--- src/sv/sbh_pkg.sv ---
package sbh_pkg;

    localparam logic [63:0] HASH_MUL   = 64'hc6a4a7935bd1e995;
    localparam logic [31:0] HASH_MUL_LO = HASH_MUL[31:0];
    localparam logic [31:0] HASH_MUL_HI = HASH_MUL[63:32];
    localparam int          MIX_SHIFT  = 47;
    localparam logic [5:0]  BLOCK_BYTES = 6'd32;

    localparam int WORD_W   = 64;
    localparam int LEN_W    = 32;
    localparam int WCOUNT_W = 30;
    localparam int BLOCKS_W = 28;

    typedef struct packed {
        logic [WORD_W-1:0] word_data;
        logic [WORD_W-1:0] init_hash;
        logic              start;
        logic              last;
    } sbh_entry_t;

endpackage

--- src/sv/sbh_front.sv ---
module sbh_front (
    input  logic               clk,
    input  logic               rst_n,
    input  logic               s_tvalid,
    output logic               s_tready,
    input  logic [95:0]        s_tdata,    // data_word[63:0], total_length[95:64]
    input  logic               s_tuser,    // is_first
    output logic               push_valid,
    input  logic               push_ready,
    output sbh_pkg::sbh_entry_t push_data
);
    import sbh_pkg::*;

    typedef enum logic [1:0] {
        F_TAKE,
        F_LM0,
        F_LM1,
        F_PUSH
    } front_state_t;

    front_state_t          state_reg, state_next;
    logic [WORD_W-1:0]     word_reg, word_next;
    logic [LEN_W-1:0]      len_reg, len_next;
    logic [WCOUNT_W-1:0]   wc_reg, wc_next;
    logic [WORD_W-1:0]     prod_reg, prod_next;
    logic [WORD_W-1:0]     init_reg, init_next;

    logic [LEN_W:0]        len_round;
    logic [BLOCKS_W-1:0]   blocks_raw;
    logic [BLOCKS_W-1:0]   blocks;
    logic [BLOCKS_W-1:0]   blocks_m1;
    logic [WCOUNT_W-1:0]   total_words;
    logic [WCOUNT_W-1:0]   wc_inc;
    logic                  last_word;
    logic                  last_block;
    logic [LEN_W-1:0]      tail_bytes;
    logic [5:0]            fill_n;
    logic [WORD_W-1:0]     prep_word;
    logic [31:0]           lm_hi;

    assign len_round   = {1'b0, len_reg} + 33'd31;
    assign blocks_raw  = len_round[LEN_W:5];
    assign blocks      = (blocks_raw == '0) ? BLOCKS_W'(1) : blocks_raw;
    assign blocks_m1   = blocks - BLOCKS_W'(1);
    assign total_words = {blocks, 2'b00};
    assign wc_inc      = wc_reg + WCOUNT_W'(1);
    assign last_word   = (wc_inc == total_words);
    assign last_block  = (wc_reg[WCOUNT_W-1:2] == blocks_m1);
    assign tail_bytes  = len_reg - {blocks_m1[26:0], 5'b00000};
    assign fill_n      = last_block ? tail_bytes[5:0] : BLOCK_BYTES;
    assign lm_hi       = len_reg * HASH_MUL_HI;

    always_comb
    begin
        logic [5:0] idx;
        logic [7:0] byte_val;
        prep_word = '0;
        for (int k = 0; k < 8; k++)
        begin
            idx      = {1'b0, wc_reg[1:0], 3'(k)};
            byte_val = (idx >= fill_n) ? 8'h00 : word_reg[8*k +: 8];
            prep_word[8*k +: 8] = byte_val + {2'b00, fill_n};
        end
    end

    assign s_tready   = (state_reg == F_TAKE);
    assign push_valid = (state_reg == F_PUSH);

    always_comb
    begin
        push_data.word_data = prep_word;
        push_data.init_hash = init_reg;
        push_data.start     = (wc_reg == '0);
        push_data.last      = last_word;
    end

    always_comb
    begin
        state_next = state_reg;
        word_next  = word_reg;
        len_next   = len_reg;
        wc_next    = wc_reg;
        prod_next  = prod_reg;
        init_next  = init_reg;
        case (state_reg)
            F_TAKE:
            begin
                if (s_tvalid)
                begin
                    word_next = s_tdata[63:0];
                    if (s_tuser)
                    begin
                        len_next   = s_tdata[95:64];
                        wc_next    = '0;
                        state_next = F_LM0;
                    end
                    else
                    begin
                        state_next = F_PUSH;
                    end
                end
            end
            F_LM0:
            begin
                prod_next  = {32'h0, len_reg} * {32'h0, HASH_MUL_LO};
                state_next = F_LM1;
            end
            F_LM1:
            begin
                init_next  = prod_reg + {lm_hi, 32'h0};
                state_next = F_PUSH;
            end
            F_PUSH:
            begin
                if (push_ready)
                begin
                    wc_next    = last_word ? '0 : wc_inc;
                    state_next = F_TAKE;
                end
            end
            default:
            begin
                state_next = F_TAKE;
            end
        endcase
    end

    always_ff @(posedge clk or negedge rst_n)
    begin
        if (!rst_n)
        begin
            state_reg <= F_TAKE;
            word_reg  <= '0;
            len_reg   <= '0;
            wc_reg    <= '0;
            prod_reg  <= '0;
            init_reg  <= '0;
        end
        else
        begin
            state_reg <= state_next;
            word_reg  <= word_next;
            len_reg   <= len_next;
            wc_reg    <= wc_next;
            prod_reg  <= prod_next;
            init_reg  <= init_next;
        end
    end

endmodule

--- config.mk ---
export PLATFORM = sky130hd
export DESIGN_NAME = sbh_front
export DESIGN_NICKNAME = d
export VERILOG_FILES = /design/src/sv/sbh_pkg.sv /design/src/sv/sbh_front.sv
export SDC_FILE = /design/constraint.sdc
export NUM_CORES = 2
export LEC_CHECK = 0
export BUFFER_PORTS_ARGS = -buffer_cell sky130_fd_sc_hd__clkbuf_2
export CAP_MARGIN = 10
export CORE_UTILIZATION = 23
export DETAILED_ROUTE_END_ITERATION = 7
export PLACE_DENSITY_LB_ADDON = 0.25
export SYNTH_ARGS = -nofsm -noshare
export SYNTH_HDL_FRONTEND = slang
export SYNTH_SLANG_ARGS = --single-unit
--- constraint.sdc ---
create_clock -name clk -period 18.3 [get_ports clk]
set_clock_uncertainty 0.1 [all_clocks]
set_input_delay 0.915 -clock clk [delete_from_list [all_inputs] [get_ports clk]]
set_output_delay 0.915 -clock clk [all_outputs]
set_load 0.02 [all_outputs]
---- Word level (Yosys, flattened, before mapping) ----
Cells that the tools add are included.
word-level totals
  output and inout bits ................... 132
  register bits after elaboration ......... 255
  bits of input ports ..................... 101
operators by class
  add/sub/neg operators ................... 13
  equality and inequality tests ........... 8
  muxes and demuxes ....................... 19
  multiply operators ...................... 2
  reduce and logical (&&, ||, !) cells .... 8
  magnitude comparators ................... 8
operator list
  operator                  number
  $mux W30                  4
  $add A63 B64 Y64          1
  $add A8 B6 Y8             8
  $mux W8                   8
  $mul A32 B31 Y63 const B  1
  $pmux W30 S2              1
  $ge A5 B6 Y1              8
  $add A32 B5 Y33 const B   1
  $mul A32 B31 Y32 const B  1
  $add A30 B1 Y30 const B   1
  $eq A30 B30 Y1            1
  $logic_not A30 Y1         1
  $eq A28 B28 Y1            1
  $logic_not A28 Y1         1
  $mux W28                  1
  $sub A28 B1 Y28 const B   1
  $pmux W2 S4               1
  $mux W2                   3
  $mux W6                   1
  $sub A6 B6 Y6             1
  $eq A2 B2 Y1 const B      2
  $ne A2 B1 Y1 const B      2
  $reduce_and A2 Y1         2
  $reduce_and A4 Y1         1
  5 further kinds           5

---- Depth between registers and ports, before layout ----
  word-level depth ........................ 9
  gate-level depth with buffers ........... 40
  mapped depth without buffers ............ 38

---- Worst setup path after synthesis ----
OpenSTA, ideal clock, no wires.
  kind .................................... register to output
  from .................................... register len_reg[0]
  to ...................................... output push_data[105] (netlist bit)
  cell stages (with the launch flop) ...... 39
  path slack .............................. 8.330 ns
  data arrival time ....................... 8.955 ns
  cells stage by stage .................... dfrtp_1 -> inv_1 -> ha_1 -> nor2b_1 -> o211a_1 -> buf_2 -> a21oi_1 -> o21a_1 -> o21ai_0 -> nand4b_4 -> nand2_1 -> inv_2 -> ha_1 -> inv_1 -> or4_1 -> xor2_1 -> a2111o_1 -> a2111oi_2 -> [... 3 more ...] -> nor3_1 -> inv_1 -> ha_1 -> nand2_1 -> or3_1 -> o21bai_1 -> and3_1 -> nand3_2 -> o21a_1 -> ha_1 -> a21o_1 -> a21oi_1 -> o21bai_1 -> a21oi_1 -> nor2b_1 -> o21ai_0 -> xor2_1 -> a21oi_1
RTL lines
  item                    RTL line          source
  start, declared         sbh_front.sv:23   logic [LEN_W-1:0] len_reg, len_next;
  start signal, assigned  sbh_front.sv:143  len_reg <= len_next;
  end, declared           sbh_front.sv:10   output sbh_pkg::sbh_entry_t push_data

==> flow_summary_export.csv <==
group,metric,value,unit
floorplan,die_x,433,um
synth,netlist_area,0.0428,mm^2
synth,synth_seq_cells,255,
setup_path,path_max_fanout,26,
synth,syn-num-nets,5576,
synth,syn_inst,4192,
sta,worstMarginPinSlew,1.08,ns
worst_hold_path,hp-class,"in -> async",
synth,synthDistinctLibCells,89,
global_route,overflow,0,
synth,synth_ff_type,"dfrtp_1",
clock_tree,clk_pin_slew,0.07,ns
synth,synth_top_cell_area_share,27.6,%
clock_tree,ctsResizeCount,0,
floorplan,std_cell_rows,157,
clock_tree,postCtsSetupBuffers,0,
floorplan,dieArea,0.188,mm^2
setup_path,path_class,"reg -> out",
setup_path,worstPathArrival,11.45,ns
floorplan,io_pins,233,
flow_run,drv_cap,0,
sta,hold_viol_final,0,
drt,drtAntennaViolNets,0,
synth,synth_area_leaders,"fa_1 28%, ha_1 20%, dfrtp_1 15%",
global_route,grt_max_degree,70,
sta,rsz0062_at_grt,"false",
cells_and_area,post_route_cells_drive_above_1_share,13.5,%
floorplan,start_util,23.3,%
drt,drt-total-wl,161000,um
floorplan,die_y,433,um
sta,finalCriticalPeriod,12.47,ns
synth,yosysTopAreaCell,"fa_1",
global_route,first_global_vias,32542,
setup_path,max_stage_delay,0.56,ns
synth,synth_area_per_cell,10.2,um^2
setup_path,crit_path_start_kind,"flop",
global_route,grt_antenna_before_repair,18,
sta,finalMaxSlewViolations,0,
sta,finalSetupViolCount,0,
clock_tree,cts_hold_buf,0,
placement,place_hpwl,138000,um
setup_path,worst_setup_path_end_kind,"primary output",
run_status,status,"finished clean",
global_route,grt_pass1_wl,232000,um
setup_path,worstPathRequired,17.28,ns
synth,ys_seq_area_share,14.9,%
cells_and_area,fillers,19789,
placement,gp_congestion,0.953,
global_route,grt_use_total,17.2,%
drt,first_pass_iters,5,
sta,finalSetupTns,0,ns
clock_tree,clk_path_buf_depth,3,
drt,wl_per_cell,23.1,um
placement,io_buffers,232,
synth,async_flop_share,100,%
clock_tree,clock_sinks,255,
setup_path,critPathSlowestCell,"o211a_1",
placement,dp.cells,6869,
clock_tree,cts-buffers-inserted,36,
cells_and_area,area_growth,13.3,%
cells_and_area,final_nets,5827,
floorplan,coreArea,0.184,mm^2
drt,drt_iter0_markers,1898,
sta,fin_crit_sh,68.1,%
cells_and_area,final_cells,6946,
sta,clock.fmax,0.0802,GHz
clock_tree,tritoncts,"built",
setup_path,cpMostUsedCell,"ha_1",
drt,route.vias.total,31134,
synth,synth_warnings,0,
drt,avgViaCountPerCell,4.48,
synth,synth-edff-count,0,
clock_tree,htreeDepth,2,
clock_tree,clock_latency,0.62,ns
sta,max-slew-margin-rel,27.6,%
drt,drc,0,
clock_tree,root_buffer,"clkbuf_16",
[area by class of cell]
class,instances,area [um^2],share of cell area [%]
flip-flops and latches,255,6380,13.2
inverters,940,3530,7.28
multi-input cells,2921,32600,67.2
clock buffers,44,1000,2.06
well taps,2464,3080,6.36
diodes,11,27.5,0.0568
repair buffers,289,1600,3.30
clock inverters,22,279,0.576
[critical path: cells and delay by family, from the launching register on]
family                   cells  cell delay [ns]
AO/OA/AOI/OAI               13             3.56
XOR/XNOR                     2             0.64
adder cells (fa/ha/maj)      5             1.54
buffers and inverters        8             1.78
flip-flops                   1             0.33
AND/OR/NAND/NOR             11             2.90
[layer usage]
| layer | GRT usage [%] | up-vias | part of all wire, % |
|---|---|---|---|
| li1 | - | 14281 | - |
| met1 | 23.6 | 16063 | 45 |
| met2 | 27.9 | 647 | 47 |
| met3 | 2.15 | 137 | 4.3 |
| met4 | 5.17 | 6 | 3.3 |
| met5 | 0 | - | 0.023 |
[logic make-up after synthesis]
group,Yosys count,share of synthesized area (%)
buf+inv,1016,9.02
xor+xnor,277,6.18
fa+ha+maj,1283,47.9
mux,235,6.11
simple gates,538,6.87
compound gates,588,9.01
flops,255,14.9
[path summary, 6_finish.rpt]
check                           slack [ns]  depth (start not counted)              to    startpoint
min in group clk                      0.39                          1    init_reg[10]  prod_reg[10]
max in group asynchronous            15.57                          4    prod_reg[36]         rst_n
worst max register to register        8.33                         35    init_reg[63]    len_reg[1]
worst min register to register        0.39                          1    init_reg[10]  prod_reg[10]
worst max-delay path                  5.83                         39  push_data[104]    len_reg[0]
worst min-delay path                  0.15                          1    word_reg[14]         rst_n
[cells in the mapped netlist (40+ instances only)]
cell	instances
a21o_1	72
a21oi_1	179
clkbuf_1	57
dfrtp_1	255
fa_1	590
ha_1	693
inv_1	939
mux2_2	208
nand2_1	106
nand3_1	62
nand4_1	40
nor2_1	89
nor3_1	40
o21a_1	53
o21ai_0	87
xnor2_1	180
xor2_1	81
[placed cells by master, fill, tap and decap left out, types with 57 or more instances in the layout]
cell and instances:
xor2_1 81, nor2_1 88, nand2_1 105, xnor2_1 180, fa_1 590, buf_4 57, mux2_2 208, nand3_1 61
ha_1 691, dfrtp_1 255, clkbuf_2 231, inv_1 939, o21ai_0 86, a21oi_1 179, a21o_1 72
[stage by stage]
stage          util [%]  cell area (um^2)  worst slack [ns]  hold WS [ns]
2_1_floorplan         -             42800              8.33         0.366
3_3_place_gp       25.7             47200              6.55         0.383
3_5_place_dp       25.7             47200              6.57         0.387
4_1_cts            26.4             48500              5.85         0.165
5_1_grt            26.4             48500              5.16         0.185
6_report           26.4             48500              5.83         0.152
Power is left out: the tool's default activity adds up to more than one toggle a clock period on the data nets, which glitch-free logic cannot reach.
