--- config.mk ---
export PLATFORM = sky130hd
export DESIGN_NAME = sbh_back
export DESIGN_NICKNAME = d
export VERILOG_FILES = /design/src/sv/sbh_pkg.sv /design/src/sv/sbh_back.sv
export SDC_FILE = /design/constraint.sdc
export NUM_CORES = 2
export LEC_CHECK = 0
export BUFFER_PORTS_ARGS = -buffer_cell sky130_fd_sc_hd__buf_2
export CAP_MARGIN = 0
export CORE_MARGIN = 3
export CORE_UTILIZATION = 65
export CTS_CLUSTER_SIZE = 12
export DETAILED_ROUTE_END_ITERATION = 12
export PLACE_DENSITY = 0.82
export SETUP_SLACK_MARGIN = 0.1
export SYNTH_ARGS = -nofsm -noshare
export SYNTH_HDL_FRONTEND = slang
export SYNTH_SLANG_ARGS = --single-unit
export TNS_END_PERCENT = 10
--- constraint.sdc ---
create_clock -name clk -period 25.7 [get_ports clk]
set_input_delay 5.14 -clock clk [delete_from_list [all_inputs] [get_ports clk]]
set_output_delay 5.14 -clock clk [all_outputs]
set_load 0.02 [all_outputs]
--- src/sv/sbh_pkg.sv ---
package sbh_pkg;

    localparam logic [63:0] HASH_MUL   = 64'hc6a4a7935bd1e995;
    localparam logic [31:0] HASH_MUL_LO = HASH_MUL[31:0];
    localparam logic [31:0] HASH_MUL_HI = HASH_MUL[63:32];
    localparam int          MIX_SHIFT  = 47;
    localparam logic [5:0]  BLOCK_BYTES = 6'd32;

    localparam int WORD_W   = 64;
    localparam int LEN_W    = 32;
    localparam int WCOUNT_W = 30;
    localparam int BLOCKS_W = 28;

    typedef struct packed {
        logic [WORD_W-1:0] word_data;
        logic [WORD_W-1:0] init_hash;
        logic              start;
        logic              last;
    } sbh_entry_t;

endpackage

--- src/sv/sbh_back.sv ---
module sbh_back (
    input  logic                clk,
    input  logic                rst_n,
    input  logic                pop_valid,
    output logic                pop_ready,
    input  sbh_pkg::sbh_entry_t pop_data,
    output logic                m_tvalid,
    input  logic                m_tready,
    output logic [63:0]         m_tdata    // hash_value
);
    import sbh_pkg::*;

    typedef enum logic [1:0] {
        B_IDLE,
        B_MUL1,
        B_MUL2
    } back_state_t;

    function automatic logic [63:0] shift_mix(input logic [63:0] x);
        return x ^ (x >> MIX_SHIFT);
    endfunction

    back_state_t        state_reg, state_next;
    logic [WORD_W-1:0]  hash_reg, hash_next;
    logic [WORD_W-1:0]  opa_reg, opa_next;
    logic [WORD_W-1:0]  p0_reg, p0_next;
    logic [31:0]        c1_reg, c1_next;
    logic               fin_reg, fin_next;
    logic               last_reg, last_next;
    logic               pend_reg, pend_next;
    logic               out_valid_reg, out_valid_next;
    logic [WORD_W-1:0]  out_data_reg, out_data_next;

    logic [WORD_W-1:0]  opa_in;
    logic [WORD_W-1:0]  base_hash;
    logic [31:0]        c2;
    logic [31:0]        cross_sum;
    logic [WORD_W-1:0]  product;
    logic [WORD_W-1:0]  mixed;
    logic               out_free;

    assign pop_ready = (state_reg == B_IDLE) && !pend_reg;
    assign m_tvalid  = out_valid_reg;
    assign m_tdata   = out_data_reg;
    assign out_free  = !out_valid_reg || m_tready;

    assign base_hash = pop_data.start ? pop_data.init_hash : hash_reg;
    assign opa_in    = pend_reg ? shift_mix(hash_reg) : (base_hash ^ pop_data.word_data);
    assign c2        = opa_reg[31:0] * HASH_MUL_HI;
    assign cross_sum = c1_reg + c2;
    assign product   = p0_reg + {cross_sum, 32'h0};
    assign mixed     = shift_mix(product);

    always_comb
    begin
        state_next     = state_reg;
        hash_next      = hash_reg;
        opa_next       = opa_reg;
        p0_next        = p0_reg;
        c1_next        = c1_reg;
        fin_next       = fin_reg;
        last_next      = last_reg;
        pend_next      = pend_reg;
        out_valid_next = out_valid_reg && !m_tready;
        out_data_next  = out_data_reg;
        case (state_reg)
            B_IDLE:
            begin
                if (pend_reg || pop_valid)
                begin
                    opa_next   = opa_in;
                    p0_next    = {32'h0, opa_in[31:0]} * {32'h0, HASH_MUL_LO};
                    fin_next   = pend_reg;
                    last_next  = pend_reg ? 1'b0 : pop_data.last;
                    pend_next  = 1'b0;
                    state_next = B_MUL1;
                end
            end
            B_MUL1:
            begin
                c1_next    = opa_reg[63:32] * HASH_MUL_LO;
                state_next = B_MUL2;
            end
            B_MUL2:
            begin
                if (fin_reg)
                begin
                    if (out_free)
                    begin
                        out_valid_next = 1'b1;
                        out_data_next  = mixed;
                        state_next     = B_IDLE;
                    end
                end
                else
                begin
                    hash_next  = mixed;
                    pend_next  = last_reg;
                    state_next = B_IDLE;
                end
            end
            default:
            begin
                state_next = B_IDLE;
            end
        endcase
    end

    always_ff @(posedge clk or negedge rst_n)
    begin
        if (!rst_n)
        begin
            state_reg     <= B_IDLE;
            hash_reg      <= '0;
            opa_reg       <= '0;
            p0_reg        <= '0;
            c1_reg        <= '0;
            fin_reg       <= 1'b0;
            last_reg      <= 1'b0;
            pend_reg      <= 1'b0;
            out_valid_reg <= 1'b0;
            out_data_reg  <= '0;
        end
        else
        begin
            state_reg     <= state_next;
            hash_reg      <= hash_next;
            opa_reg       <= opa_next;
            p0_reg        <= p0_next;
            c1_reg        <= c1_next;
            fin_reg       <= fin_next;
            last_reg      <= last_next;
            pend_reg      <= pend_next;
            out_valid_reg <= out_valid_next;
            out_data_reg  <= out_data_next;
        end
    end

endmodule

; Word level (Yosys, flattened, before mapping)
; Index checks and enable logic that the tools add are counted.
[op_classes]
shift = 0
div_mod_pow = 0
muxes = 13
n_mul = 3
n_addsub = 2
bitwise = 4
eq_ne = 5
order_cmp = 0
reduce_logical = 14
[ops]
columns = op, count
row1 = 64-bit two-way mux, 2
row2 = 64-bit by 17-bit XOR with 64-bit output, 2
row3 = 63-bit by 64-bit adder with 64-bit output, 1
row4 = 32-bit by 31-bit multiplier with 32-bit output (second input constant), 2
row5 = 64-bit XOR, 1
row6 = 32-bit by 31-bit multiplier with 63-bit output (second input constant), 1
row7 = 32-bit adder, 1
row8 = 1-bit two-way mux, 6
row9 = 2-bit two-way mux, 3
row10 = 2-bit case mux with 3 select lines, 1
row11 = 2-bit AND reduction, 3
row12 = 3-bit AND reduction, 2
row13 = 1-bit zero test, 3
row14 = 3-bit inequality test (second input constant), 1
row15 = 2-bit by 1-bit == test with 1-bit output (second input constant), 1
row16 = 2-bit == test (second input constant), 1
row17 = 1-bit logical AND, 2
row18 = 2-bit zero test, 1
row19 = 1-bit logical OR, 2
row20 = 2-bit by 1-bit inequality test with 1-bit output (second input constant), 1
row21 = 2-bit inequality test (second input constant), 1
row22 = 1-bit case mux with 2 select lines, 1
row23 = 2-bit nonzero test, 1
row24 = 1-bit NOT, 1
[totals]
n_memories = 0
ramBits = 0
inputBits = 134
wordCells = 51
register_bits = 293
output_inout_bits = 66
mem_bits_ro = 0
latch_bits = 0

; Logic depth before layout (Yosys ltp)
[depth]
depth_word = 5
mapped_depth = 33
mapped_depth_nobuf = 33

; Worst setup path before layout
; OpenSTA, ideal clock, no wires.
[synth_timing]
path_kind = input to register
start = input pop_data[1] (netlist bit)
end = register p0_reg[61]
t_arrival_ps = 13901
path_buffers = 2
required_ps = 25568
setup_ps = 132
path_slack_ps = 11667
path_stages = 30
cell_sequence = clkbuf_1 > buf_1 > mux2i_1 > xor2_1 > o21ai_0 > fa_1 > inv_1 > fa_1 > fa_1 > inv_1 > fa_1 > inv_1 > fa_1 > fa_1 > inv_1 > fa_1 > inv_1 > fa_1 > inv_1 > ha_1 > and3_1 > and3b_1 > a31oi_1 > o211ai_1 > o211ai_2 > a21boi_1 > or3b_4 > a2111oi_4 > nor3_1 > or3b_1
[synth_between]
elab_chain_cells = 4
[synth_rtl]
columns = item, line_no
row1 = start: declaration, sbh_back.sv:6  ; input sbh_pkg::sbh_entry_t pop_data,
row2 = 64-bit two-way mux, sbh_back.sv:47  ; assign base_hash = pop_data.start ? pop_data.init_hash : hash_reg;
row3 = 64-bit XOR, sbh_back.sv:48  ; assign opa_in = pend_reg ? shift_mix(hash_reg) : (base_hash ^ pop_data.word_data);
row4 = 64-bit two-way mux, sbh_back.sv:48
row5 = net opa_in[7], sbh_back.sv:34  ; logic [WORD_W-1:0] opa_in;
row6 = 32-bit by 31-bit multiplier with 63-bit output, sbh_back.sv:72  ; p0_next = {32'h0, opa_in[31:0]} * {32'h0, HASH_MUL_LO};
row7 = end signal: assignment, sbh_back.sv:129  ; p0_reg <= p0_next;
row8 = end: declaration, sbh_back.sv:26  ; logic [WORD_W-1:0] p0_reg, p0_next;
; The timed path passes the listed nets, and every way through them passes these cells.
; A chain may end at the register's enable or synchronous reset.

; Final worst setup path
; Same ends and word-level chain as after synthesis.

==> flow_summary_export.csv <==
group,metric,value,unit
placed_design,hpwl,127000,um
worst_setup_path,max_stage_delay,0.66,ns
drt,routed_via_density,5.88,
worst_setup_path,worstPathRequired,26.18,ns
synth,ys_warn_count,0,
status,outcome,"completed",
sta,final-max-slew-violation-count,0,
min_path,min_path_cells,2,
sta,relSlewSlack,22.0,%
run,cap_violations,0,
die,io_pins,200,
clock_network,cts_tree,"built",
drt,drc,0,
drt,routed.top_layer,"met5",
worst_setup_path,cp_max_fo,66,
min_path,hp-class,"flip-flop to flip-flop",
clock_network,cts_made_buffers,36,
grt,grtUsageTotal,37.9,%
grt,antenna_found_initial,4,
worst_setup_path,reg2reg_depth,26,
worst_setup_path,start_kind,"input port",
clock_network,path_clk_slew,0.07,ns
clock_network,h-tree-depth,2,
die,fp.dieH,287,um
placed_design,numPortBuffers,199,
finish,nets,7439,
worst_setup_path,critPathKind,"input port to flip-flop",
die,start_util,66.0,%
clock_network,cts_setup_buffers,0,
sta,tns,0,ns
drt,first_pass_iters,6,
synth,synth-async-reset-ratio,100,%
placed_design,gp_congestion,1.11,
min_path,worstHoldStart,"m_tdata[35]",
worst_setup_path,endpoint_kind,"flip-flop",
grt,grt_first_pass_wirelength,235000,um
min_path,min_to,"m_tdata[35]",
synth,synth_top_area_share,31.6,%
clock_network,cts_buffer_depth,3,
worst_setup_path,crit_path_top_delay_cell,"buf_4",
grt,grt_pass1_vias,41400,
synth,postSynthRegisterBits,291,
worst_setup_path,cpMostUsedCell,"fa_1",
worst_setup_path,worstReg2RegStart,"pend_reg",
die,die_area,82600,sq um
grt,grt_max_degree,116,
clock_network,cts-resized-gates,0,
worst_setup_path,worstPathArrival,15.44,ns
synth,ys_seq_area_share,14.2,%
die,dieWidth,287,um
sta,max_freq,66.8,MHz
drt,via_count,39100,
synth,synth_area_leaders,"fa_1 32%, ha_1 22%, dfrtp_1 14%",
worst_setup_path,regToRegEndpoint,"p0_reg[60]",
grt,grt.overflow.total,0,
synth,synth_top_area_cell,"fa_1",
worst_setup_path,r2r_slack,15.67,ns
clock_network,cts-hold-fix-buffers,0,
clock_network,clock-sinks,291,
synth,syn_inst,5415,
drt,wl_met3,13000,um
finish,syn2layout_area_growth,6.88,%
clock_network,root_buffer,"clkbuf_16",
sta,finClkSkew,0.0319,ns
drt,wl_met2,69600,um
synth,yosysUniqueCellTypes,74,
sta,setup_viol,0,
sta,final.min_clock_period,14.96,ns
sta,worst_pin_slew,1.16,ns
sta,rsz0062_at_grt,"false",
synth,synth.cell_area,51400,sq um
drt,drt-initial-drc-count,3001,
sta,finalHoldViolations,0,
drt,ant_nets,0,
synth,synthesis.nets,7263,
synth,yosys_most_used_dff,"dfrtp_1",
clock_network,clock_latency,0.60,ns
die,core,78000,sq um
synth,syn_avg_cell_area,9.50,sq um
finish,drive_gt1_share,6.09,%
sta,fin_crit_sh,58.2,%
drt,met1_length,55500,um
die,row_count,102,
synth,synth_edf_count,0,
drt,finalWirelength,152000,um
drt,wl_per_cell,22.8,um
## final cells by class
| cell class | instances | area (sq um) |
|---|---|---|
| Clock inverter | 11 | 163 |
| Tap cell | 1040 | 1300 |
| Fill cell | 5642 | 23000 |
| Sequential cell | 291 | 7290 |
| Multi-Input combinational cell | 3686 | 38800 |
| Timing Repair Buffer | 255 | 1430 |
| Antenna cell | 2 | 5.00 |
| Clock buffer | 51 | 1050 |
| Inverter | 1321 | 4960 |
## stage by stage
stage | hold WS [ns] | setup slack [ns] | cells | instance area, sq um | util, %
floorplan | 0.445 | 11.67 | 5415 | 51400 | -
global placement | 0.456 | 10.62 | 6593 | 53800 | 69.0
detailed placement | 0.457 | 10.34 | 6593 | 53800 | 69.0
CTS | 0.480 | 10.95 | 6655 | 55000 | 70.5
global route | 0.498 | 10.39 | 6657 | 55000 | 70.5
finish | 0.477 | 10.74 | 6657 | 55000 | 70.5
## cells in the final DEF, fill, tap and decap left out, drive strengths merged, types with 20 or more instances in the layout
cell    count
nor2      202
ha        901
buf       255
nand3      32
nand2b     20
inv      1323
o21bai     21
xor2       81
dfrtp     291
nand2     526
fa        813
o21a       24
a21o       66
xnor2     206
o21ai     299
a21oi     167
o22ai      35
nor3       26
clkbuf     51
## layer usage
layer  GRT usage, %  vias to the layer above
met5              0                        -
met4           26.8                        4
met3           7.76                      599
met2           60.2                     1757
met1           46.2                    19400
li1               -                    17300
## synth_stat cells (all sizes together) (4+ instances only)
master and number:
nand2 526, a2111oi 4, nand2b 20, a22o 4
xor2 81, and4 5, a221o 4, ha 901
and2 4, buf 14, o21ai 299, a211oi 17
o311ai 4, a21oi 167, o21bai 21, inv 1321
or3 12, clkbuf 103, a21o 66, or2 5
o31ai 19, o22ai 35, nor2b 11, nor3 26
o211ai 17, mux2i 18, nand4 19, a211o 9
o21a 24, or3b 4, fa 813, nand3 32
a22oi 11, xnor2 206, nor2 202, mux2 7
a31oi 15, dfrtp 291, nor3b 13, and3 13
o2111ai 6, a21boi 7
## how the worst max path moves through the flow
stage,from,end,slack (ns),cells after the start
5_1_grt,pop_data[1],p0_reg[61],10.39,32
3_5_place_dp,pop_data[1],p0_reg[61],10.34,32
4_1_cts,pop_data[1],p0_reg[61],10.95,32
3_3_place_gp,pop_data[1],p0_reg[61],10.62,32
6_report,pop_data[1],p0_reg[61],10.74,32
2_1_floorplan,pop_data[1],p0_reg[61],11.67,30
## logic make-up after synthesis
family / after synthesis / synth area share, %
AOI/OAI and AO/OA: 754 / 8.88
xor gates and xnor gates: 290 / 5.02
adders and majority gates: 1714 / 53.5
buffers and inverters: 1438 / 10.5
DFF: 291 / 14.2
muxes: 25 / 0.503
and+or+nand+nor: 903 / 7.40
## worst max-delay path: cells and delay by family
kind	cells	cell delay, ns
AO/OA/AOI/OAI	6	1.68
XOR/XNOR	1	0.09
adder cells (fa/ha/maj)	9	4.41
buffers and inverters	10	2.41
multiplexers	1	0.30
AND/OR/NAND/NOR	5	1.35
Power is left out: the tool's default activity adds up to more than one toggle a clock period on the data nets, which glitch-free logic cannot reach.
