### src/sv/sbh_pkg.sv
package sbh_pkg;

    localparam logic [63:0] HASH_MUL   = 64'hc6a4a7935bd1e995;
    localparam logic [31:0] HASH_MUL_LO = HASH_MUL[31:0];
    localparam logic [31:0] HASH_MUL_HI = HASH_MUL[63:32];
    localparam int          MIX_SHIFT  = 47;
    localparam logic [5:0]  BLOCK_BYTES = 6'd32;

    localparam int WORD_W   = 64;
    localparam int LEN_W    = 32;
    localparam int WCOUNT_W = 30;
    localparam int BLOCKS_W = 28;

    typedef struct packed {
        logic [WORD_W-1:0] word_data;
        logic [WORD_W-1:0] init_hash;
        logic              start;
        logic              last;
    } sbh_entry_t;

endpackage

### src/sv/sbh_queue.sv
module sbh_queue (
    input  logic                clk,
    input  logic                rst_n,
    input  logic                push_valid,
    output logic                push_ready,
    input  sbh_pkg::sbh_entry_t push_data,
    output logic                pop_valid,
    input  logic                pop_ready,
    output sbh_pkg::sbh_entry_t pop_data
);
    import sbh_pkg::*;

    sbh_entry_t  entry_reg [2];
    logic        wr_ptr_reg, wr_ptr_next;
    logic        rd_ptr_reg, rd_ptr_next;
    logic [1:0]  count_reg, count_next;
    logic        do_push;
    logic        do_pop;

    assign push_ready = (count_reg != 2'd2);
    assign pop_valid  = (count_reg != 2'd0);
    assign pop_data   = entry_reg[rd_ptr_reg];
    assign do_push    = push_valid && push_ready;
    assign do_pop     = pop_valid && pop_ready;

    always_comb
    begin
        wr_ptr_next = do_push ? ~wr_ptr_reg : wr_ptr_reg;
        rd_ptr_next = do_pop ? ~rd_ptr_reg : rd_ptr_reg;
        count_next  = count_reg;
        if (do_push && !do_pop)
        begin
            count_next = count_reg + 2'd1;
        end
        else if (do_pop && !do_push)
        begin
            count_next = count_reg - 2'd1;
        end
    end

    always_ff @(posedge clk)
    begin
        if (do_push)
        begin
            entry_reg[wr_ptr_reg] <= push_data;
        end
    end

    always_ff @(posedge clk or negedge rst_n)
    begin
        if (!rst_n)
        begin
            wr_ptr_reg <= 1'b0;
            rd_ptr_reg <= 1'b0;
            count_reg  <= 2'd0;
        end
        else
        begin
            wr_ptr_reg <= wr_ptr_next;
            rd_ptr_reg <= rd_ptr_next;
            count_reg  <= count_next;
        end
    end

endmodule

### config.mk
export PLATFORM = sky130hd
export DESIGN_NAME = sbh_queue
export DESIGN_NICKNAME = d
export VERILOG_FILES = /design/src/sv/sbh_pkg.sv /design/src/sv/sbh_queue.sv
export SDC_FILE = /design/constraint.sdc
export NUM_CORES = 1
export LEC_CHECK = 0
export BUFFER_PORTS_ARGS = -buffer_cell sky130_fd_sc_hd__buf_2
export CAP_MARGIN = 20
export CORE_AREA = 4 4 159 161
export CTS_CLUSTER_DIAMETER = 120
export DETAILED_ROUTE_END_ITERATION = 10
export DIE_AREA = 0 0 163 165
export GPL_TIMING_DRIVEN = 0
export PLACE_DENSITY = 0.78
export SYNTH_ARGS = -nofsm -noshare
export SYNTH_HDL_FRONTEND = slang
export SYNTH_SLANG_ARGS = --single-unit
### constraint.sdc
create_clock -name clk -period 6.25 [get_ports clk]
set_input_delay 0.3125 -clock clk [delete_from_list [all_inputs] [get_ports clk]]
set_output_delay 0.3125 -clock clk [all_outputs]
set_load 0.02 [all_outputs]
# Word-level counts from Yosys, hierarchy flattened
# Memories as Yosys holds them, arrays and structs flattened.
# Cells that the tools add are included.
# word_totals
ff_bits,4
memories,1
ramBits,260
# mem_list
name,depth,width,read_ports,rd_ports_with_merged_regs,write_ports,line_no,source
entry_reg,2,130,1,0,1,sbh_queue.sv:13,sbh_entry_t entry_reg [2];
# classes
addsub,2
n_reduce_logical,8
eq_ne,1
muxes,4
bitwise,2
# op_table
cell,count
$logic_and A1 B1 Y1,4
$mux W2,2
$reduce_bool A2 Y1,2
$add A2 B1 Y2 const B,1
$logic_not A1 Y1,2
$mux W1,2
$ne A2 B2 Y1 const B,1
$not A1 Y1,2
$sub A2 B1 Y2 const B,1

# Logic depth before layout (Yosys ltp)
# Gate-level depths: netlist of run 1.
# logic_depth
ltp_word,6
ltp_mapped,7

# Worst setup path before layout of run 1
# No wires, ideal clock.
# synth_path
path_kind,reg-to-reg
startpoint,register count_reg[0]
endpoint,memory entry_reg[0][0] in the netlist's numbering (enable)
setup_ns,0.621
arrival_ns,6.200
synth_period_minus_slack_ns,6.821
path_buffers,0
stages_incl_launch_ff,4
slack_ns,-0.571
cell_sequence,dfrtp_1 > nand2b_1 > nand2_1 > nor2_1
# synth_between
elab_chain_len,4
# synth_rtl
element,line_no,source
start: declaration,sbh_queue.sv:16,"logic [1:0] count_reg, count_next;"
start signal: assignment,sbh_queue.sv:61,count_reg <= count_next;
$ne A2 B2 Y1,sbh_queue.sv:20,assign push_ready = (count_reg != 2'd2);
named net push_ready,sbh_queue.sv:5,"output logic push_ready,"
$logic_and A1 B1 Y1,sbh_queue.sv:23,assign do_push = push_valid && push_ready;
$mux W1,sbh_queue.sv:43,if (do_push)
$mux W1 (implied by the code),sbh_queue.sv:45,entry_reg[wr_ptr_reg] <= push_data;
end: declaration,sbh_queue.sv:13,
# The timed path passes the listed nets, and every way through them passes these cells.

# Final worst setup path of run 1
# layout_path
startpoint,register count_reg[0]
endpoint,memory entry_reg[0][28] in the netlist's numbering (enable)
# layout_between
elab_chain_len,4
# layout_rtl
element,line_no
$ne A2 B2 Y1,sbh_queue.sv:20
$logic_and A1 B1 Y1,sbh_queue.sv:23
$mux W1,sbh_queue.sv:43
$mux W1 (implied by the code),sbh_queue.sv:45
# Every way passes these cells.

==> results of run 1 <==
## cells in the mapped netlist
library cell and n:
buf_2 4, nand2b_1 1, inv_1 1, buf_8 1
dfrtp_1 4, and3_1 1, or2_2 1, nand2_1 2
xor2_1 2, edfxtp_1 260, mux2_2 40, xnor2_1 3
nor2_1 2, mux2_4 90, buf_6 10, ha_1 1
## power by group
| group | internal [W] | leakage [nW] | total [W] | switching [W] |
|---|---|---|---|---|
| logic | 0.00105 | 2.68 | 0.00238 | 0.00133 |
| clock network | 0.000997 | 0.454 | 0.00163 | 0.000630 |
| registers | 0.00242 | 2.46 | 0.00252 | 0.000103 |
## per-stage QoR
step	setup TNS, ns	instances	worst slack [ns]	total power (W)	cell area [µm²]
floorplan	0	423	1.62	0.00419	9950
global placement	-12.59	1012	-0.111	0.00484	11700
detailed placement	0	1018	3.80	0.00488	11800
CTS	0	1199	3.78	0.00658	14100
global route	0	1199	3.62	0.00683	14100
finish	0	1199	3.82	0.00653	14100
## cells by family after synthesis
group / after synthesis
DFF: 264
and+or+nand+nor: 7
adders and majority gates: 1
muxes: 130
buffers and inverters: 16
xor gates and xnor gates: 5
## final cells by class
| cell class | count | area share |
|---|---|---|
| Timing Repair Buffer | 402 | 0.198 |
| Inverter | 1 | 0.000267 |
| Sequential cell | 264 | 0.562 |
| Clock buffer | 31 | 0.0491 |
| Clock inverter | 19 | 0.0156 |
| Multi-Input combinational cell | 143 | 0.135 |
| Buffer | 15 | 0.0105 |
| Tap cell | 324 | 0.0288 |
## layout by cell type (no fill, tap or decap), types with 4 or more instances in the layout
cell and instances:
buf_6 10, buf_2 269, clkbuf_1 4, bufinv_16 5, mux2_2 40, dlygate4sd3_1 131, mux2_4 90, clkinv_2 9
clkbuf_16 27, clkinv_1 4, dfrtp_1 4, edfxtp_1 260
## critical path: cells and delay by family (launching register included)
kind          cells  cell delay (ns)
simple gates      3             0.95
buf+inv           3             0.72
flops             1             0.42
## metal layers
layer / global-route usage / share of wire
met1: 0.171 / 0.36
met2: 0.282 / 0.53
met3: 0.0409 / 0.075
met4: 0.0549 / 0.030
met5: 0 / 0
## final timing paths
| kind | from | to | slack, ns |
|---|---|---|---|
| setup reg to reg | count_reg[0] | entry_reg[0][28] | 3.82 |
| min in group asynchronous | rst_n | count_reg[0] | 0.13 |
| hold / removal | pop_ready | rd_ptr_reg | 0.1 |
| hold reg to reg | count_reg[0] | count_reg[0] | 0.56 |
| setup / recovery | count_reg[0] | entry_reg[0][28] | 3.82 |
| max in group asynchronous | rst_n | wr_ptr_reg | 5.99 |
==> flow_metrics.env, run 1 <==
export IMPL_synthAdderAreaFrac=0.00126
export IMPL_antenna_found_initial=0
export IMPL_grt_first_pass_wirelength_um=32300
export IMPL_overflow=0
export IMPL_clkLatencyLatePin_ns=0.52
export IMPL_cts_setup_buffers=0
export IMPL_htreeDepth=1
export IMPL_synthXorXnorAreaFrac=0.00440
export IMPL_core_region_area_mm2=0.0240
export IMPL_yosys_warnings=0
export IMPL_synth_largest_area_cell="edfxtp_1"
export IMPL_multi_input_area_mm2=0.00190
export IMPL_rows=57
export IMPL_die_area_mm2=0.0269
export IMPL_grt_max_degree=57
export IMPL_fill_cells=1737
export IMPL_cp_slowest_cell="nor2_4"
export IMPL_gp_congestion=0.735
export IMPL_cts_buffers_inserted=27
export IMPL_synthCells=423
export IMPL_worst_pin_slew_ns=0.755
export IMPL_rr_worst_depth=6
export IMPL_critPathMaxStageDelay_ns=0.61
export IMPL_yosysUniqueCellTypes=16
export IMPL_hold_path_class="input pin to flip-flop"
export IMPL_nets=989
export IMPL_drv_slew=0
export IMPL_worstSetupStartpointType="flip-flop"
export IMPL_path_common_cell="buf_12"
export IMPL_hpwl_um=13300
export IMPL_cts_buffer_depth=3
export IMPL_start_util=0.415
export IMPL_cts_tree="built"
export IMPL_rsz0062_at_grt="false"
export IMPL_worst_path_max_fanout=30
export IMPL_io_pins=266
export IMPL_hold_viol=0
export IMPL_crit_type="flip-flop to flip-flop"
export IMPL_crit_chain="nand2b_1 > nand2_1 > nor2_4 > buf_12 > buf_12 > buf_16"
export IMPL_drc=0
export IMPL_wire_per_inst_um=17.8
export IMPL_fin_util=0.587
export IMPL_worstSetupEndpointType="flip-flop"
export IMPL_synth_top_area_frac=0.785
export IMPL_hold_ws_ns=0.0983
export IMPL_drive_above_1_share=0.527
export IMPL_cts_resized=0
export IMPL_root_buffer="clkbuf_16"
export IMPL_area_growth_pct=41.3
export IMPL_grt_pass1_vias=6023
export IMPL_regArea_mm2=0.00791
export IMPL_postSynthAreaPerCell_um2=23.5
export IMPL_finalCritPeriodShare=0.389
export IMPL_routed_via_density=4.61
export IMPL_synth_area_top_cells="edfxtp_1 (78%), mux2_4 (14%), mux2_2 (4.5%)"
export IMPL_grt_usage=0.153
export IMPL_n_antenna_cell=0
export IMPL_ys_ff_latch=264
export IMPL_port_buffers=265
export IMPL_synth_mux_area_frac=0.181
export IMPL_skew_ns=0.00716
export IMPL_fmax_ghz=0.411
export IMPL_cts_clk_slew_worst_paths_ns=0.06
export IMPL_drtPass1Iterations=4
export IMPL_ant_nets=0
export IMPL_status="finished, final reports clean"
export IMPL_max_vdd_ir_drop_uv=365
export IMPL_synth_area_mm2=0.00995
export IMPL_cap_viol_max_count=0
export IMPL_die_x_um=163
export IMPL_fin_crit_ns=2.43
export IMPL_largest_register_ffs=260
export IMPL_cts_sinks=264
export IMPL_dieHeight_um=165
export IMPL_power_density_mw_per_mm2=465
export IMPL_syn_nets=558
export IMPL_cts_hold_buf=131
export IMPL_vias=5525
export IMPL_synth_simple_gate_area_share=0.00339
export IMPL_wl_um=21400
export IMPL_whs_path_depth=3
export IMPL_synth_compound_area_share=0
export IMPL_p_leak_nw=5.59
export IMPL_ys_seq_area_frac=0.795
export IMPL_drt_iter0_markers=251
export IMPL_setup_viol=0
export IMPL_synth_top_family_by_area="multiplexers"
export IMPL_maxSlewHeadroom=0.495
export IMPL_required_ns=6.48
export IMPL_arrival_ns=2.66
(Power assumes the default switching activity.)
==> inputs of run 2 (changes only) <==
Settings changed: PLACE_DENSITY 0.78 to 0.76.
Clock period 6.25 ns to 2.31 ns, I/O delays scaled along.
==> run 2 against run 1 <==
Largest power group unchanged; flip-flop and latch count is the same; largest cell class unchanged; utilization up 0.24 points; via count increased by 1.2%; combinational power rose to 2.7 times the previous value; global-route usage shrank 0.071 points.
==> flow_metrics.env, run 2 (synthesis results as in run 1) <==
export IMPL_port_buffers=265
export IMPL_die_area_mm2=0.0269
export IMPL_arrival_ns=2.35
export IMPL_hold_viol=0
export IMPL_nets=993
export IMPL_setup_viol=0
export IMPL_hpwl_um=13500
export IMPL_cts_tree="built"
export IMPL_routed_via_density=4.63
export IMPL_fin_crit_ns=2.13
export IMPL_skew_ns=0.00915
export IMPL_overflow=0
export IMPL_drive_above_1_share=0.528
export IMPL_worst_pin_slew_ns=0.790
export IMPL_gp_congestion=0.681
export IMPL_wl_um=21700
export IMPL_regArea_mm2=0.00791
export IMPL_crit_type="flip-flop to flip-flop"
export IMPL_mostFrequentLayoutCell="buf_2"
export IMPL_cts_buffer_depth=3
export IMPL_drc=0
export IMPL_cts_resized=0
export IMPL_setup_tns_ns=0
export IMPL_cap_viol_max_count=0
export IMPL_antenna_found_initial=2
export IMPL_cts_sinks=264
export IMPL_mostFrequentLayoutCells="buf_2 (269), edfxtp_1 (260), dlygate4sd3_1 (134)"
export IMPL_htreeDepth=1
export IMPL_ant_nets=0
export IMPL_drtPass1Iterations=4
export IMPL_cts_buffers_inserted=28
export IMPL_multi_input_area_mm2=0.00192
export IMPL_fill_cells=1789
export IMPL_wire_per_inst_um=17.9
export IMPL_worstSetupStartpointType="flip-flop"
export IMPL_root_buffer="clkbuf_16"
export IMPL_worst_path_max_fanout=30
export IMPL_io_pins=266
export IMPL_vias=5592
export IMPL_status="finished, final reports clean"
export IMPL_maxSlewHeadroom=0.472
export IMPL_required_ns=2.53
export IMPL_die_x_um=163
export IMPL_hold_path_class="input pin to flip-flop"
export IMPL_drv_slew=0
export IMPL_grt_max_degree=65
export IMPL_grt_pass1_vias=6099
export IMPL_rsz0062_at_grt="false"
export IMPL_fmax_ghz=0.469
export IMPL_worstSetupEndpointType="flip-flop"
export IMPL_max_vdd_ir_drop_uv=915
export IMPL_hold_ws_ns=0.310
export IMPL_power_density_mw_per_mm2=1250
export IMPL_rows=57
export IMPL_cts_clk_slew_worst_paths_ns=0.06
export IMPL_area_growth_pct=41.9
export IMPL_finalCritPeriodShare=0.922
export IMPL_dieHeight_um=165
export IMPL_clkLatencyLatePin_ns=0.53
export IMPL_p_leak_nw=5.61
export IMPL_largest_register_ffs=260
export IMPL_start_util=0.415
export IMPL_core_region_area_mm2=0.0240
export IMPL_grt_first_pass_wirelength_um=32100
export IMPL_drt_iter0_markers=327
export IMPL_grt_usage=0.153
run 2: cell types whose count changed in the layout (fill, tap and decap cells not counted), sizes merged:
cell / before / now
clkbuf: 31 / 32
dlygate4sd3: 131 / 134
inv: 2 / 1
clkinvlp: 0 / 2
clkinv: 13 / 15
diode: 0 / 3
bufinv: 5 / 3
run 2: layer usage:
| metal | track usage | vias to the layer above | wire length, µm |
|---|---|---|---|
| li1 | - | 2565 | - |
| met1 | 0.169 | 2764 | 7990 |
| met2 | 0.282 | 215 | 11500 |
| met3 | 0.0412 | 48 | 1570 |
| met4 | 0.0538 | 0 | 596 |
| met5 | 0 | - | 0 |
run 2: worst max-delay path, stage by stage, from the launching register on:
cell and delay (ns):
dfrtp_1 0.40, nand2b_4 0.17, nand2_4 0.07, nor2_4 0.63
buf_12 0.29, buf_12 0.22
run 2: power by group:
| group | leakage, nW | switching [W] | internal (W) |
|---|---|---|---|
| logic | 2.70 | 0.00358 | 0.00286 |
| clock network | 0.451 | 0.00177 | 0.00262 |
| registers | 2.46 | 0.000270 | 0.00654 |
run 2: metrics by stage:
stage | util | area [µm²] | std cells | total power [W] | setup WS (ns)
after floorplan | - | 9970 | 423 | 0.0113 | -0.685
after global placement | 0.489 | 11700 | 1012 | 0.0130 | -1.75
after detailed placement | 0.494 | 11800 | 1018 | 0.0132 | 0.156
after CTS | 0.589 | 14100 | 1204 | 0.0179 | 0.145
after global routing | 0.589 | 14100 | 1206 | 0.0185 | 0.0494
final | 0.589 | 14100 | 1207 | 0.0176 | 0.180
run 2: worst paths after layout:
| kind | start | end | slack [ns] | cells after the start |
|---|---|---|---|---|
| max in group asynchronous | rst_n | wr_ptr_reg | 1.63 | 3 |
| min in group asynchronous | rst_n | count_reg[0] | 0.50 | 3 |
| hold / removal | push_data[56] | entry_reg[0][56] | 0.31 | 2 |
| hold reg to reg | count_reg[0] | count_reg[0] | 0.53 | 1 |
| setup / recovery | count_reg[0] | entry_reg[0][99] | 0.18 | 5 |
| setup reg to reg | count_reg[0] | entry_reg[0][99] | 0.18 | 5 |
run 2: final cells by class:
cell class / instances / area share
sequential: 264 / 0.560
clock buffer: 32 / 0.0522
multi-input combinational: 143 / 0.136
timing repair buffer: 405 / 0.199
inverter: 1 / 0.000266
tap: 324 / 0.0287
buffer: 15 / 0.0105
antenna: 3 / 0.000532
clock inverter: 20 / 0.0131
run 2: what timing repair did:
item,in CTS,in global routing
setup endpoints to repair,0,0
setup buffers,0,0
hold buffers,134,0
endpoints found under the hold margin,266,0
